`config.mk`:
```
export PLATFORM = sky130hd
export DESIGN_NAME = sha1_message_digest_flat
export DESIGN_NICKNAME = d
export VERILOG_FILES = /design/src/sv/sha1md_pkg.sv /design/src/sv/sha1md_msg_if.sv /design/src/sv/sha1md_dig_if.sv /design/src/sv/sha1md_dpath.sv /design/src/sv/sha1md_ctrl.sv /design/src/sv/sha1_message_digest.sv /design/src/flat_wrapper.sv
export SDC_FILE = /design/constraint.sdc
export NUM_CORES = 2
export LEC_CHECK = 0
export BUFFER_PORTS_ARGS = -buffer_cell sky130_fd_sc_hd__buf_2
export CAP_MARGIN = 20
export CORE_MARGIN = 2
export CORE_UTILIZATION = 65
export CTS_BUF_LIST = sky130_fd_sc_hd__clkbuf_8
export CTS_CLUSTER_DIAMETER = 150
export CTS_CLUSTER_SIZE = 14
export DETAILED_ROUTE_END_ITERATION = 10
export GPL_ROUTABILITY_DRIVEN = 0
export GPL_TIMING_DRIVEN = 0
export MAX_ROUTING_LAYER = met4
export PLACE_DENSITY = 0.82
export RECOVER_POWER = 100
export SLEW_MARGIN = 40
export SYNTH_ARGS = -nofsm -noshare
export SYNTH_HDL_FRONTEND = slang
export SYNTH_SLANG_ARGS = --single-unit
```
`constraint.sdc`:
```
create_clock -name clk -period 11.4 [get_ports clk]
set_input_delay 1.71 -clock clk [delete_from_list [all_inputs] [get_ports clk]]
set_output_delay 1.71 -clock clk [all_outputs]
set_load 0.02 [all_outputs]
```
`src/sv/sha1md_pkg.sv`:
```
// Shared types and constants for the SHA-1 message digest block.
// Used by the controller, the datapath and the top level; depends on nothing.
`timescale 1ns / 1ps
`default_nettype none
package sha1md_pkg;

	// Initial chaining value.
	localparam logic [31:0] H0 = 32'h6745_2301;
	localparam logic [31:0] H1 = 32'hefcd_ab89;
	localparam logic [31:0] H2 = 32'h98ba_dcfe;
	localparam logic [31:0] H3 = 32'h1032_5476;
	localparam logic [31:0] H4 = 32'hc3d2_e1f0;

	// Round constants, one for each group of twenty rounds.
	localparam logic [31:0] K0 = 32'h5a82_7999;
	localparam logic [31:0] K1 = 32'h6ed9_eba1;
	localparam logic [31:0] K2 = 32'h8f1b_bcdc;
	localparam logic [31:0] K3 = 32'hca62_c1d6;

	localparam logic [31:0] PAD_WORD = 32'h8000_0000;
	localparam logic [7:0]  PAD_BYTE = 8'h80;

	localparam int ROUNDS = 80;
	localparam int RND_W  = 7;

	localparam logic [2:0] LAST_DIGEST_IDX = 3'd4;

	// Source of a word shifted into the block buffer.
	typedef logic [2:0] src_t;
	localparam src_t SRC_WORD  = 3'd0;
	localparam src_t SRC_PAD   = 3'd1;
	localparam src_t SRC_80    = 3'd2;
	localparam src_t SRC_ZERO  = 3'd3;
	localparam src_t SRC_LENHI = 3'd4;
	localparam src_t SRC_LENLO = 3'd5;

	typedef struct packed {
		logic             append;
		src_t             src;
		logic             round;
		logic [RND_W-1:0] rnd;
		logic             final_add;
		logic             load_out;
		logic [2:0]       out_idx;
		logic             clear;
	} cmd_t;

	typedef struct packed {
		logic pos_last;
		logic pos_len;
		logic out_busy;
	} sts_t;

endpackage
`default_nettype wire

```
`src/sv/sha1md_msg_if.sv`:
```
// Message word channel: valid/ready handshake with the message payload.
// Stands alone; used by the top level of the SHA-1 digest block.
`timescale 1ns / 1ps
`default_nettype none
interface sha1md_msg_if;
	logic        valid;
	logic        ready;
	logic [31:0] message_word;
	logic [2:0]  valid_bytes;
	logic        last_word;

	modport source(output valid, message_word, valid_bytes, last_word, input ready);
	modport sink(input valid, message_word, valid_bytes, last_word, output ready);
endinterface
`default_nettype wire

```
`src/sv/sha1md_dig_if.sv`:
```
// Digest word channel: valid/ready handshake with one digest word per transaction.
// Stands alone; used by the top level of the SHA-1 digest block.
`timescale 1ns / 1ps
`default_nettype none
interface sha1md_dig_if;
	logic        valid;
	logic        ready;
	logic [31:0] digest_word;
	logic [2:0]  digest_index;
	logic        digest_last;

	modport source(output valid, digest_word, digest_index, digest_last, input ready);
	modport sink(input valid, digest_word, digest_index, digest_last, output ready);
endinterface
`default_nettype wire

```
`src/sv/sha1md_dpath.sv`:
```
// Datapath: chaining value, block buffer as a message schedule shift line,
// working variables, byte count and the digest output register. Uses sha1md_pkg.
`timescale 1ns / 1ps
`default_nettype none
module sha1md_dpath (
	input  logic              clk,
	input  logic              arst_n,
	input  sha1md_pkg::cmd_t  cmd,
	output sha1md_pkg::sts_t  sts,
	input  logic [31:0]       message_word,
	input  logic [1:0]        valid_bytes,
	input  logic              dig_ready,
	output logic              dig_valid,
	output logic [31:0]       digest_word,
	output logic [2:0]        digest_index,
	output logic              digest_last
);

	logic [31:0] chain_q [5];
	logic [31:0] sched_q [16];
	logic [31:0] a_q, b_q, c_q, d_q, e_q;
	logic [3:0]  pos_q;
	logic [60:0] total_q;
	logic        out_valid_q;
	logic [31:0] out_word_q;
	logic [2:0]  out_idx_q;
	logic        out_last_q;

	logic [31:0] pad_word;
	logic [31:0] new_word;
	logic [31:0] wt;
	logic [31:0] mix;
	logic [31:0] f;
	logic [31:0] k;
	logic [31:0] tmp;
	logic [31:0] out_sel;
	logic [60:0] byte_add;

	// Final word with fewer than four valid bytes: clear the tail, then mark it.
	always_comb begin
		case (valid_bytes)
			2'd0: pad_word = sha1md_pkg::PAD_WORD;
			2'd1: pad_word = {message_word[31:24], sha1md_pkg::PAD_BYTE, 16'h0000};
			2'd2: pad_word = {message_word[31:16], sha1md_pkg::PAD_BYTE, 8'h00};
			2'd3: pad_word = {message_word[31:8], sha1md_pkg::PAD_BYTE};
			default: pad_word = sha1md_pkg::PAD_WORD;
		endcase
	end

	always_comb begin
		case (cmd.src)
			sha1md_pkg::SRC_WORD:  new_word = message_word;
			sha1md_pkg::SRC_PAD:   new_word = pad_word;
			sha1md_pkg::SRC_80:    new_word = sha1md_pkg::PAD_WORD;
			sha1md_pkg::SRC_ZERO:  new_word = 32'h0000_0000;
			sha1md_pkg::SRC_LENHI: new_word = total_q[60:29];
			sha1md_pkg::SRC_LENLO: new_word = {total_q[28:0], 3'b000};
			default:               new_word = 32'h0000_0000;
		endcase
	end

	always_comb begin
		case (cmd.src)
			sha1md_pkg::SRC_WORD: byte_add = 61'd4;
			sha1md_pkg::SRC_PAD:  byte_add = {59'd0, valid_bytes};
			default:              byte_add = 61'd0;
		endcase
	end

	// The shift line holds w[t-16] .. w[t-1], so the schedule taps sit at fixed places.
	assign mix = sched_q[13] ^ sched_q[8] ^ sched_q[2] ^ sched_q[0];
	assign wt  = (cmd.rnd < 7'd16) ? sched_q[0] : {mix[30:0], mix[31]};

	always_comb begin
		if (cmd.rnd < 7'd20) begin
			f = (b_q & c_q) | (~b_q & d_q);
			k = sha1md_pkg::K0;
		end else if (cmd.rnd < 7'd40) begin
			f = b_q ^ c_q ^ d_q;
			k = sha1md_pkg::K1;
		end else if (cmd.rnd < 7'd60) begin
			f = (b_q & c_q) | (b_q & d_q) | (c_q & d_q);
			k = sha1md_pkg::K2;
		end else begin
			f = b_q ^ c_q ^ d_q;
			k = sha1md_pkg::K3;
		end
	end

	assign tmp = {a_q[26:0], a_q[31:27]} + f + e_q + k + wt;

	always_comb begin
		case (cmd.out_idx)
			3'd0:    out_sel = chain_q[0];
			3'd1:    out_sel = chain_q[1];
			3'd2:    out_sel = chain_q[2];
			3'd3:    out_sel = chain_q[3];
			default: out_sel = chain_q[4];
		endcase
	end

	always_ff @(posedge clk) begin
		if (cmd.append || cmd.round) begin
			for (int i = 0; i < 15; i++) begin
				sched_q[i] <= sched_q[i+1];
			end
			sched_q[15] <= cmd.append ? new_word : wt;
		end
	end

	always_ff @(posedge clk) begin
		if (cmd.append && (pos_q == 4'd15)) begin
			a_q <= chain_q[0];
			b_q <= chain_q[1];
			c_q <= chain_q[2];
			d_q <= chain_q[3];
			e_q <= chain_q[4];
		end else if (cmd.round) begin
			a_q <= tmp;
			b_q <= a_q;
			c_q <= {b_q[1:0], b_q[31:2]};
			d_q <= c_q;
			e_q <= d_q;
		end
	end

	always_ff @(posedge clk or negedge arst_n) begin
		if (!arst_n) begin
			chain_q[0] <= sha1md_pkg::H0;
			chain_q[1] <= sha1md_pkg::H1;
			chain_q[2] <= sha1md_pkg::H2;
			chain_q[3] <= sha1md_pkg::H3;
			chain_q[4] <= sha1md_pkg::H4;
			pos_q      <= 4'd0;
			total_q    <= 61'd0;
		end else if (cmd.clear) begin
			chain_q[0] <= sha1md_pkg::H0;
			chain_q[1] <= sha1md_pkg::H1;
			chain_q[2] <= sha1md_pkg::H2;
			chain_q[3] <= sha1md_pkg::H3;
			chain_q[4] <= sha1md_pkg::H4;
			pos_q      <= 4'd0;
			total_q    <= 61'd0;
		end else begin
			if (cmd.final_add) begin
				chain_q[0] <= chain_q[0] + a_q;
				chain_q[1] <= chain_q[1] + b_q;
				chain_q[2] <= chain_q[2] + c_q;
				chain_q[3] <= chain_q[3] + d_q;
				chain_q[4] <= chain_q[4] + e_q;
			end
			if (cmd.append) begin
				pos_q   <= pos_q + 4'd1;
				total_q <= total_q + byte_add;
			end
		end
	end

	always_ff @(posedge clk or negedge arst_n) begin
		if (!arst_n) begin
			out_valid_q <= 1'b0;
		end else if (cmd.load_out) begin
			out_valid_q <= 1'b1;
		end else if (dig_ready) begin
			out_valid_q <= 1'b0;
		end
	end

	always_ff @(posedge clk) begin
		if (cmd.load_out) begin
			out_word_q <= out_sel;
			out_idx_q  <= cmd.out_idx;
			out_last_q <= (cmd.out_idx == sha1md_pkg::LAST_DIGEST_IDX);
		end
	end

	assign sts.pos_last = (pos_q == 4'd15);
	assign sts.pos_len  = (pos_q == 4'd14);
	assign sts.out_busy = out_valid_q && !dig_ready;

	assign dig_valid    = out_valid_q;
	assign digest_word  = out_word_q;
	assign digest_index = out_idx_q;
	assign digest_last  = out_last_q;

endmodule
`default_nettype wire

```
`src/sv/sha1md_ctrl.sv`:
```
// Controller: sequences word intake, padding, the 80 compression rounds and
// the five digest transactions. Uses sha1md_pkg; drives sha1md_dpath by command.
`timescale 1ns / 1ps
`default_nettype none
module sha1md_ctrl (
	input  logic              clk,
	input  logic              arst_n,
	input  logic              msg_valid,
	input  logic              last_word,
	input  logic              last_full,
	output logic              msg_ready,
	output sha1md_pkg::cmd_t  cmd,
	input  sha1md_pkg::sts_t  sts
);

	localparam logic [2:0] S_IDLE  = 3'd0;
	localparam logic [2:0] S_PAD80 = 3'd1;
	localparam logic [2:0] S_ZERO  = 3'd2;
	localparam logic [2:0] S_LENLO = 3'd3;
	localparam logic [2:0] S_ROUND = 3'd4;
	localparam logic [2:0] S_FINAL = 3'd5;
	localparam logic [2:0] S_OUT   = 3'd6;

	logic [2:0]                   state_q, state_d;
	logic [2:0]                   ret_q, ret_d;
	logic [2:0]                   next_s;
	logic [sha1md_pkg::RND_W-1:0] rnd_q, rnd_d;
	logic [2:0]                   idx_q, idx_d;

	always_comb begin
		cmd         = '0;
		cmd.rnd     = rnd_q;
		cmd.out_idx = idx_q;
		msg_ready   = 1'b0;
		state_d     = state_q;
		ret_d       = ret_q;
		rnd_d       = rnd_q;
		idx_d       = idx_q;
		next_s      = state_q;
		case (state_q)
			S_IDLE: begin
				msg_ready = 1'b1;
				if (msg_valid) begin
					cmd.append = 1'b1;
					if (!last_word) begin
						cmd.src = sha1md_pkg::SRC_WORD;
						next_s  = S_IDLE;
					end else if (last_full) begin
						cmd.src = sha1md_pkg::SRC_WORD;
						next_s  = S_PAD80;
					end else begin
						cmd.src = sha1md_pkg::SRC_PAD;
						next_s  = S_ZERO;
					end
				end
			end
			S_PAD80: begin
				cmd.append = 1'b1;
				cmd.src    = sha1md_pkg::SRC_80;
				next_s     = S_ZERO;
			end
			S_ZERO: begin
				// Zero fill runs until the two length words close the block.
				cmd.append = 1'b1;
				if (sts.pos_len) begin
					cmd.src = sha1md_pkg::SRC_LENHI;
					next_s  = S_LENLO;
				end else begin
					cmd.src = sha1md_pkg::SRC_ZERO;
					next_s  = S_ZERO;
				end
			end
			S_LENLO: begin
				cmd.append = 1'b1;
				cmd.src    = sha1md_pkg::SRC_LENLO;
				next_s     = S_OUT;
			end
			S_ROUND: begin
				cmd.round = 1'b1;
				rnd_d     = rnd_q + 7'd1;
				if (rnd_q == 7'(sha1md_pkg::ROUNDS - 1)) begin
					state_d = S_FINAL;
				end
			end
			S_FINAL: begin
				cmd.final_add = 1'b1;
				state_d       = ret_q;
			end
			S_OUT: begin
				if (!sts.out_busy) begin
					cmd.load_out = 1'b1;
					if (idx_q == sha1md_pkg::LAST_DIGEST_IDX) begin
						cmd.clear = 1'b1;
						idx_d     = 3'd0;
						state_d   = S_IDLE;
					end else begin
						idx_d = idx_q + 3'd1;
					end
				end
			end
			default: begin
				state_d = S_IDLE;
			end
		endcase

		// A word that fills the buffer starts the compression first.
		if (cmd.append) begin
			if (sts.pos_last) begin
				state_d = S_ROUND;
				ret_d   = next_s;
				rnd_d   = '0;
			end else begin
				state_d = next_s;
			end
		end
	end

	always_ff @(posedge clk or negedge arst_n) begin
		if (!arst_n) begin
			state_q <= S_IDLE;
			ret_q   <= S_IDLE;
			rnd_q   <= '0;
			idx_q   <= 3'd0;
		end else begin
			state_q <= state_d;
			ret_q   <= ret_d;
			rnd_q   <= rnd_d;
			idx_q   <= idx_d;
		end
	end

endmodule
`default_nettype wire

```
`src/sv/sha1_message_digest.sv`:
```
// SHA-1 message digest, streaming.
// Message words arrive on msg (valid/ready), first byte in bits 31:24. Every
// word but the final one carries four bytes; the final word, flagged by
// last_word, carries valid_bytes bytes (0 to 4) and triggers padding. The
// digest leaves on dig as five transactions, most significant word first,
// digest_index 0 to 4, digest_last on the fifth.
// Timing: a word that completes a 16-word block holds ready low while the
// block is compressed: 80 rounds on the single round unit, one round per
// cycle, then the chaining add. After the final word, padding appends up
// to 18 padding words and runs one or two compressions; after the last
// block's chaining add, the first digest word is loaded into the output
// register once that register is free or being taken.
// Digest words sit in an output register; a stall on dig holds them there and
// holds the block. The last digest word may wait there while the next message
// is already being taken. Reset restores the initial chaining value and an
// empty buffer and byte count, as does loading the fifth digest word.
// Depends on sha1md_pkg, sha1md_msg_if, sha1md_dig_if, sha1md_ctrl, sha1md_dpath.
`timescale 1ns / 1ps
`default_nettype none
module sha1_message_digest (
	input  logic         clk,
	input  logic         arst_n,
	sha1md_msg_if.sink   msg,
	sha1md_dig_if.source dig
);

	sha1md_pkg::cmd_t cmd;
	sha1md_pkg::sts_t sts;
	logic             last_full;

	// Five to seven valid bytes count as four.
	assign last_full = msg.valid_bytes[2];

	sha1md_ctrl u_ctrl (
		.clk       (clk),
		.arst_n    (arst_n),
		.msg_valid (msg.valid),
		.last_word (msg.last_word),
		.last_full (last_full),
		.msg_ready (msg.ready),
		.cmd       (cmd),
		.sts       (sts)
	);

	sha1md_dpath u_dpath (
		.clk          (clk),
		.arst_n       (arst_n),
		.cmd          (cmd),
		.sts          (sts),
		.message_word (msg.message_word),
		.valid_bytes  (msg.valid_bytes[1:0]),
		.dig_ready    (dig.ready),
		.dig_valid    (dig.valid),
		.digest_word  (dig.digest_word),
		.digest_index (dig.digest_index),
		.digest_last  (dig.digest_last)
	);

	// The final word always leads into padding, so intake must pause after it.
	a_last_pauses: assert property (@(posedge clk) disable iff (!arst_n)
		(msg.valid && msg.ready && msg.last_word) |=> !msg.ready)
		else $error("message intake did not pause after the final word");

	a_last_flag: assert property (@(posedge clk) disable iff (!arst_n)
		dig.valid |-> (dig.digest_last ==
		(dig.digest_index == sha1md_pkg::LAST_DIGEST_IDX)))
		else $error("digest_last does not match the fifth digest word");

	a_index_step: assert property (@(posedge clk) disable iff (!arst_n)
		(dig.valid && dig.ready && !dig.digest_last) |=>
		(dig.valid && (dig.digest_index == ($past(dig.digest_index) + 3'd1))))
		else $error("digest words not delivered in consecutive order");

endmodule
`default_nettype wire

```
`src/flat_wrapper.sv`:
```
// flat-port wrapper written by rule: the top's interface ports become plain ports
module sha1_message_digest_flat 
  (clk, arst_n, msg_valid, msg_message_word, msg_valid_bytes, msg_last_word, msg_ready, dig_valid, dig_digest_word, dig_digest_index, dig_digest_last, dig_ready);
  sha1md_msg_if msg_i ();
  sha1md_dig_if dig_i ();
  input  logic clk;
  input  logic arst_n;
  input wire logic [$bits(msg_i.valid)-1:0] msg_valid;
  input wire logic [$bits(msg_i.message_word)-1:0] msg_message_word;
  input wire logic [$bits(msg_i.valid_bytes)-1:0] msg_valid_bytes;
  input wire logic [$bits(msg_i.last_word)-1:0] msg_last_word;
  output wire logic [$bits(msg_i.ready)-1:0] msg_ready;
  output wire logic [$bits(dig_i.valid)-1:0] dig_valid;
  output wire logic [$bits(dig_i.digest_word)-1:0] dig_digest_word;
  output wire logic [$bits(dig_i.digest_index)-1:0] dig_digest_index;
  output wire logic [$bits(dig_i.digest_last)-1:0] dig_digest_last;
  input wire logic [$bits(dig_i.ready)-1:0] dig_ready;
  assign msg_i.valid = msg_valid;
  assign msg_i.message_word = msg_message_word;
  assign msg_i.valid_bytes = msg_valid_bytes;
  assign msg_i.last_word = msg_last_word;
  assign msg_ready = msg_i.ready;
  assign dig_valid = dig_i.valid;
  assign dig_digest_word = dig_i.digest_word;
  assign dig_digest_index = dig_i.digest_index;
  assign dig_digest_last = dig_i.digest_last;
  assign dig_i.ready = dig_ready;
  sha1_message_digest u_core (.clk(clk), .arst_n(arst_n), .msg(msg_i), .dig(dig_i));
endmodule
```
==> metrics.md <==
| Metric | Value |
|---|---|
| Status | `finished with violations` |
| Failing checks | `capacitance limit, slew limit` |
| Vias | `35.77k` |
| Yosys reg bits | `950` |
| Final Skew | `between 60 and 70 ps` |
| Core ar. | `74070 µm²` |
| Die ar. | `between 70000 and 80000 µm²` |
| Crit path from | `u_core.u_ctrl.rnd_q[4]` |
| Number of enable flip-flop cells after synthesis | `708` |
| CP startpoint kind | `register` |
| Port bufs | `77` |
| WP data required | `11860 ps` |
| Synth unique cells | `73` |
| H-tree levels | `3` |
| CP max FO | `11` |
| Min Tclk post-route | `between 9000 and 10000 ps` |
| Max transition margin | `-1.496` |
| Cells after Synth | `4163` |
| Number of DRC markers in iteration 0 | `roughly 5.6k` |
| Final #Nets | `about 4.7k` |
| Hpwl dp | `approximately 100 mm` |
| Cell Rows | `100` |
| Grt total ovfl | `0` |
| Hold EP | `u_core.u_dpath.sched_q[1][29]` |
| Mean Syn Cell Area | `11.64 µm²` |
| Fill cells | `5201` |
| Die height | `277.0 µm` |
| Hold Path Stages | `0` |
| Max Buffers Root-to-Sink | `3` |
| Crit end category | `register` |
| Vias in the first global route | `33.52k` |
| Yosys warns | `0` |
| Drt total wl | `138.3 mm` |
| First-pass GRT wire length | `204.6 mm` |
| Min-delay src | `u_core.u_dpath.sched_q[1][61]` |
| Via-to-Cell Ratio | `~6.6` |
| Prevailing post-synth register cell | `edfxtp_1` |
| Initial antenna violation count | `6` |
| Io pins | `78` |
| Cts repair resizes | `0` |
| Sequential cell area fraction in the yosys report | `0.5660` |
| DRC Markers | `0` |
| Layout cell share with drive strength beyond 1 | `0.05515` |
| Max Cap Viol | `21` |
| Setup Buffers After CTS | `0` |
| Syn Nets | `4533` |
| Worst-Margin Slew | `3745 ps` |
| R2r startpoint | `u_core.u_ctrl.rnd_q[4]` |
| Worst-path clk slew | `110 ps` |
| FF-to-FF End | `u_core.u_dpath.a_q[31]` |
| WL/cell | `25.69 µm` |
| Clock latency at the later pin of the worst-skew pair | `760 ps` |
| Final setup viols | `0` |
| Period utilization | `0.8104` |
| Root Buffer | `clkbuf_8` |
| Initial Util | `0.6540` |
| Synth-to-Final Area Change | `6.352%` |
| Flop-to-flop setup slack | `2160 ps` |
| Drt first pass iters | `9` |
| Syn Std Cell Area | `about 48000 µm²` |
| Die width | `277.0 µm` |
| GRT Total Usage | `0.3682` |
| CP arrival | `about 9700 ps` |
| Hold Vio Cnt, Final | `0` |
| # hold bufs at CTS | `0` |
| Remaining antenna violation count | `0` |
| Unrepaired setup endpoints after global routing | `no` |
| Cts bufs inserted | `77` |
| Largest net degree at the start of global routing | `64` |
| CTS tree | `built` |
| CP Class | `reg -> reg` |
| FFs w/ async S/R, synth | `0.2547` |
| Clk sinks | `950` |
| Fin. max-slew vios | `861` |
| Setup_tns | `0 ps` |
| Reg2Reg Depth | `26` |
| Max Freq | `between 0.1 and 0.15 GHz` |
| Hold Path Class | `reg -> reg` |
==> kinds of logic after synthesis <==
kind of cell               share of synthesized area
and+or+nand+nor                               0.1052
xor gates and xnor gates                     0.05696
DFF                                           0.5660
buffers and inverters                        0.03032
muxes                                       0.006845
adders and majority gates                     0.1048
AOI/OAI and AO/OA                             0.1299
==> sequential cells by signal, summed over array words and instances (netlist names), 4 cells and up <==
| name | cells |
|---|---|
| u_core.u_dpath.b_q | 32 |
| u_core.u_dpath.digest_word | 32 |
| u_core.u_dpath.e_q | 32 |
| u_core.u_ctrl.rnd_q | 7 |
| u_core.u_dpath.d_q | 32 |
| u_core.u_dpath.total_q | 61 |
| u_core.u_dpath.chain_q | 160 |
| u_core.u_dpath.c_q | 32 |
| u_core.u_dpath.pos_q | 4 |
| u_core.u_dpath.sched_q | 512 |
| u_core.u_dpath.a_q | 32 |
==> stage by stage <==
step | hold slack [ps] | worst slack [ps] | area [µm²] | utilization | cells
after global placement | 400.2 | 21.44 | 50040 | 0.6755 | 5209
after detailed placement | 404.5 | 3241 | 50610 | 0.6832 | 5232
final | 405.3 | 2162 | 51520 | 0.6955 | 5384
after CTS | 390.6 | 3193 | 51990 | 0.7019 | 5375
after global routing | 406.7 | 2151 | 51510 | 0.6954 | 5382
after floorplan | 400.3 | 2455 | 48440 | - | 4163
==> layout by cell type, fill, tap and decap left out, drive strengths merged, types with 7 or more instances in the layout <==
cell type	count
edfxtp	708
nand2	518
inv	295
clkbuf	292
nor2	288
o21ai	258
a21oi	237
ha	204
xnor2	195
dfrtp	162
fa	126
xor2	120
nand3	100
a21o	93
dfstp	80
a22oi	72
a31oi	61
nor3	52
buf	44
and3	38
o22ai	36
nand2b	35
mux2i	32
o21a	29
a222oi	27
or3	24
nand4	23
nor2b	23
a221o	22
a211oi	21
o21bai	19
o211ai	18
and2	16
o221ai	11
o31ai	11
or2	11
and4	10
diode	9
a21boi	7
a221oi	7
==> metal layers <==
metal / wire, µm / global-route usage / vias to the layer above
met1: 52580 / 0.4935 / 17310
met5: 0 / - / -
met2: 58430 / 0.5101 / 2542
li1: - / - / 15390
met3: 16710 / 0.08597 / 530
met4: 10610 / 0.2310 / 0
==> worst max path at each step <==
stage / end / slack (ps) / cells past startpoint
2_1_floorplan: u_core.u_dpath.sched_q[0][0] / 2460 / 4
5_1_grt: u_core.u_dpath.a_q[31] / 2150 / 26
3_3_place_gp: u_core.u_dpath.sched_q[0][77] / 20 / 5
4_1_cts: u_core.u_dpath.a_q[31] / 3190 / 26
6_report: u_core.u_dpath.a_q[31] / 2160 / 26
3_5_place_dp: u_core.u_dpath.a_q[31] / 3240 / 26
==> worst max-delay path, stage by stage (launching register included) <==
cell,delay [ps]
dfrtp_1,340
clkbuf_1,310
o21ai_0,140
and2_0,180
clkbuf_1,430
inv_1,280
nand2_1,460
nand2_1,350
clkbuf_1,450
clkbuf_1,990
a222oi_1,390
fa_1,610
fa_1,540
inv_1,50
ha_1,210
inv_1,90
fa_1,230
nor2b_1,80
o31a_1,280
o41ai_1,560
o21ai_0,340
a221o_1,540
nand3_1,130
a21oi_1,140
a221oi_1,590
xnor2_1,190
a21oi_1,80
==> cell usage after synthesis (all sizes together) (7+ instances only) <==
cell type | count | area share
o22ai | 36 | 0.0046
and4 | 10 | 0.0018
or3 | 24 | 0.0031
mux2i | 32 | 0.0066
nand2b | 35 | 0.0045
a21o | 93 | 0.014
a221o | 22 | 0.0045
fa | 126 | 0.052
o21ai | 258 | 0.027
a21boi | 7 | 0.0011
dfrtp | 162 | 0.084
a211oi | 21 | 0.0033
xor2 | 120 | 0.022
o221ai | 11 | 0.0020
a221oi | 7 | 0.0014
dfstp | 80 | 0.043
o211ai | 18 | 0.0028
a22oi | 72 | 0.011
and2 | 16 | 0.0021
and3 | 38 | 0.0049
or2 | 11 | 0.0014
nand3 | 100 | 0.010
a222oi | 27 | 0.0056
nor3 | 52 | 0.0055
ha | 204 | 0.053
nor2 | 288 | 0.022
edfxtp | 708 | 0.44
o21a | 29 | 0.0045
clkbuf | 141 | 0.011
xnor2 | 195 | 0.035
a21oi | 237 | 0.024
a31oi | 61 | 0.0079
nand4 | 23 | 0.0030
o21bai | 19 | 0.0029
nand2 | 518 | 0.040
buf | 16 | 0.0013
o31ai | 11 | 0.0018
inv | 233 | 0.018
nor2b | 23 | 0.0030
==> final cells by class <==
cell class,count,area [µm²],share of cell area
inverter,234,878.3,0.01705
buffer,157,609.3,0.01183
clock buffer,79,1087,0.02111
tap,969,1212,0.02353
multi-input combinational,2822,19550,0.3794
timing repair buffer,100,445.4,0.008646
antenna,9,22.52,0.0004372
sequential,950,27420,0.5322
clock inverter,64,297.8,0.005780
Power is not shown: default switching activity piles up to over one toggle a cycle in this logic, so the estimate is an artifact.
